===== src/rtl/core/kmqf_pkg.sv =====
// kmqf_pkg: shared types and constants of the quick-find spanning tree block
// used by kmqf_engine, kmqf_out_reg and kruskal_mst_quick_find_top
`default_nettype none

package kmqf_pkg;

  // fixed field widths
  localparam int VTX_W  = 10;
  localparam int WGT_W  = 16;
  localparam int CNT_W  = 11;
  localparam int EDGE_W = 10;
  localparam int COST_W = 32;

  localparam logic [CNT_W-1:0]  CNT_RESET = 11'd1024;
  localparam logic [COST_W-1:0] COST_MAX  = 32'hFFFF_FFFF;
  localparam logic [EDGE_W-1:0] EDGES_MAX = 10'd1023;

  // engine sequencer states
  typedef enum logic [2:0] {
    ST_CLEAR,
    ST_IDLE,
    ST_RD_U,
    ST_RD_V,
    ST_CMP,
    ST_SCAN,
    ST_RESULT
  } kmqf_state_e;

  // one result item from engine to output stage
  typedef struct packed {
    logic              accepted;
    logic              bad;
    logic [EDGE_W-1:0] edges;
    logic [COST_W-1:0] cost;
    logic              done;
  } kmqf_result_t;

endpackage

`default_nettype wire


===== src/rtl/core/kmqf_out_reg.sv =====
// kmqf_out_reg: output register between engine and the master stream side
// depends on kmqf_pkg
`default_nettype none

module kmqf_out_reg (
  input  wire logic                   clk_i,
  input  wire logic                   rst_ni,
  input  wire logic                   res_valid_i,
  output logic                        res_ready_o,
  input  wire kmqf_pkg::kmqf_result_t res_i,
  output logic                        out_valid_o,
  input  wire logic                   out_ready_i,
  output kmqf_pkg::kmqf_result_t      out_o
);

  logic                   full_q;
  kmqf_pkg::kmqf_result_t data_q;

  assign res_ready_o = !full_q || out_ready_i;
  assign out_valid_o = full_q;
  assign out_o       = data_q;

  // occupancy flag
  always_ff @(posedge clk_i or negedge rst_ni) begin
    if (!rst_ni) begin
      full_q <= 1'b0;
    end else if (res_ready_o) begin
      full_q <= res_valid_i;
    end
  end

  // payload
  always_ff @(posedge clk_i) begin
    if (res_valid_i && res_ready_o) begin
      data_q <= res_i;
    end
  end

endmodule

`default_nettype wire


===== config.mk =====
export PLATFORM = sky130hd
export DESIGN_NAME = kmqf_out_reg
export DESIGN_NICKNAME = d
export VERILOG_FILES = /design/src/rtl/core/kmqf_pkg.sv /design/src/rtl/core/kmqf_out_reg.sv
export SDC_FILE = /design/constraint.sdc
export NUM_CORES = 1
export LEC_CHECK = 0
export ABC_AREA = 1
export ABC_CLOCK_PERIOD_IN_PS = 3000
export CAP_MARGIN = 20
export CORE_ASPECT_RATIO = 0.75
export CORE_UTILIZATION = 53
export CTS_CLUSTER_DIAMETER = 50
export DETAILED_ROUTE_END_ITERATION = 6
export DONT_BUFFER_PORTS = 1
export PLACE_DENSITY = 0.78
export SLEW_MARGIN = 20
export SYNTH_ARGS = -nofsm -noshare
export SYNTH_HDL_FRONTEND = slang
export SYNTH_SLANG_ARGS = --single-unit

===== constraint.sdc =====
create_clock -name clk_i -period 3 [get_ports clk_i]
set_input_delay 0.3 -clock clk_i [delete_from_list [all_inputs] [get_ports clk_i]]
set_output_delay 0.3 -clock clk_i [all_outputs]
set_load 0.02 [all_outputs]

==> results.yml <==
outcome:
  status: "finished clean"
timing:
  fin_skew_ps: 5.77
  slew-limit-headroom_pct: 64.9
  worst_slew_pin_slew_ps: 527
  slew_violations: 0
  hold_viol_final: 0
  rsz0062_at_grt: "false"
  finalSetupViolCount: 0
  fin_setup_tns_ps: 0
  finalCritPeriodShare_pct: 50.4
  finalCriticalPeriod_ps: 1510
  fmax_ghz: 0.662
global_routing:
  grtUsageTotal_pct: 14.0
  grt_max_degree: 46
  grt_first_pass_wirelength_mm: 2.44
  grt_pass1_vias: 430
  globalRouteOverflowTotal: 0
  antenna_found_initial: 0
layout:
  finalNetCount: 109
  final_common_cell: "edfxtp_1"
  antennaDiodeCount: 0
  mostFrequentLayoutCells: "edfxtp_1, clkbuf_4, inv_1, nand2_1"
  area_growth_pct: 8.69
  n_fill_cell: 176
  final_layout_size_suffix_gt1_share_pct: 13.1
yosys:
  avgSynthCellArea_um2: 27.4
  synth-compound-area-share_pct: 0.358
  synth-simple-area-share_pct: 0.538
  syn_nets: 100
  synth_xor_area_share_pct: 0
  synth_top_family_by_area: "buffers and inverters"
  postSynthCellCount: 51
  seq_area_frac_synth_pct: 98.6
  synth_area_um2: 1400
  ys_ff_latch: 46
  synthMuxAreaShare_pct: 0
  synthDistinctLibCells: 5
  synthAdderAreaFrac_pct: 0
  yosysWarnings: 0
setup_path:
  critical_path_class: "reg -> reg"
  cp.arrival_ps: 1500
  cp_cell_sequence: "a21oi_4 -> buf_4"
  crit_required_ps: 2990
  crit_slowest_cell: "dfrtp_1"
  cpPeakStageDelay_ps: 510
  worstPathMaxFanout: 45
  end_kind: "register"
  critPathLaunchType: "register"
clocking:
  cts.sinks: 46
  cts_tree: "yes"
  cts_buffer_depth: 2
  insertion_delay_ps: 340
  numCtsBuffers: 5
  cts-root-buf: "clkbuf_4"
  clk_pin_slew_ps: 120
  cts_max_level: 2
  cts_setup_buffers: 0
floorplan:
  io_pins: 96
  core_area_um2: 2400
  start_util_pct: 58.1
  die_height_um: 46.5
  die_w_um: 61.3
  num_rows: 15
  dieArea_um2: 2850
power:
  leakage_nw: 0.498
  ir_worst_vdd_uv: 409
  p_total_mw: 1.09
  power_density_nw_per_um2: 717
drt:
  ant_nets: 0
  vias: 512
  first_iter_violations: 43
  first_pass_iters: 4
  drc_errors: 0
  viasPerCell: 5.39
  routedWlPerCell_um: 21.3
  wl_mm: 2.03
placement:
  dpl.hpwl_mm: 1.38
  routabilityCongestion: 0.668
  portBuffers: 0
flow_run:
  maxCapViolations: 0
hold_path:
  hold_class: "in -> reg"
Yosys cell counts (all sizes together):
cell    number  area [µm²]
dfrtp        1        25.0
edfxtp      45        1350
nand2        2        7.51
a21oi        1        5.00
inv          2        7.51
where the power goes:
part | internal (mW) | switching [mW] | leakage [nW]
clock network | 0.0883 | 0.173 | 0.0297
registers | 0.751 | 0.0556 | 0.439
logic | 0.00353 | 0.0176 | 0.0285
final cells by class:
cell class / instances / area (µm²) / area share (%)
repair buffers: 2 / 17.5 / 1.15
flip-flops and latches: 46 / 1380 / 90.7
well taps: 34 / 42.5 / 2.80
clock buffers: 6 / 41.3 / 2.72
inverters: 2 / 7.51 / 0.495
multi-input cells: 3 / 23.8 / 1.57
clock inverters: 2 / 8.76 / 0.577
flip-flops by register name (all words and copies together) (netlist names):
signal	cells
out_o	45
out_valid_o	1
metal layers:
layer / vias to the layer above / wire (µm) / track usage, %
met4: 0 / 0 / 6.82
met5: - / 0 / 0
met3: 0 / 354 / 12.6
li1: 218 / - / -
met1: 226 / 718 / 13.8
met2: 68 / 951 / 20.2
worst paths after layout:
check / from / end / slack (ps) / cells after the start
worst max-delay path: out_valid_o / out_o[16] / 1490 / 2
worst min register to register: out_valid_o / out_valid_o / 860 / 2
worst min-delay path: res_i[30] / out_o[30] / 40 / 0
min in group asynchronous: rst_ni / out_valid_o / 140 / 1
worst max register to register: out_valid_o / out_o[16] / 1490 / 2
max in group asynchronous: rst_ni / out_valid_o / 2760 / 1
stage by stage:
step	std cells	worst slack (ps)	cell area (µm²)	util (%)	hold slack, ps
5_1_grt	95	1410	1520	63.2	2.03
4_1_cts	95	1470	1520	63.2	23.2
6_report	95	1490	1520	63.2	41.6
2_1_floorplan	51	825	1400	-	4.41
3_5_place_dp	86	1500	1460	60.7	4.44
3_3_place_gp	86	1530	1460	60.7	4.44
logic make-up (layout without fill, tap and decap cells):
logic type | count (synthesis) | after routing
buffers and inverters | 2 | 12
and+or+nand+nor | 2 | 2
DFF | 46 | 46
AOI/OAI and AO/OA | 1 | 1
repair_timing:
item,in CTS,in global routing
resized for setup,0,0
hold endpoints to repair,1,0
hold buffers,1,0
critical path: cells and delay by family, from the launching register on:
family | cells | cell delay (ps)
flops | 1 | 510
compound gates | 1 | 180
buf+inv | 1 | 470
(Power assumes the default switching activity.)
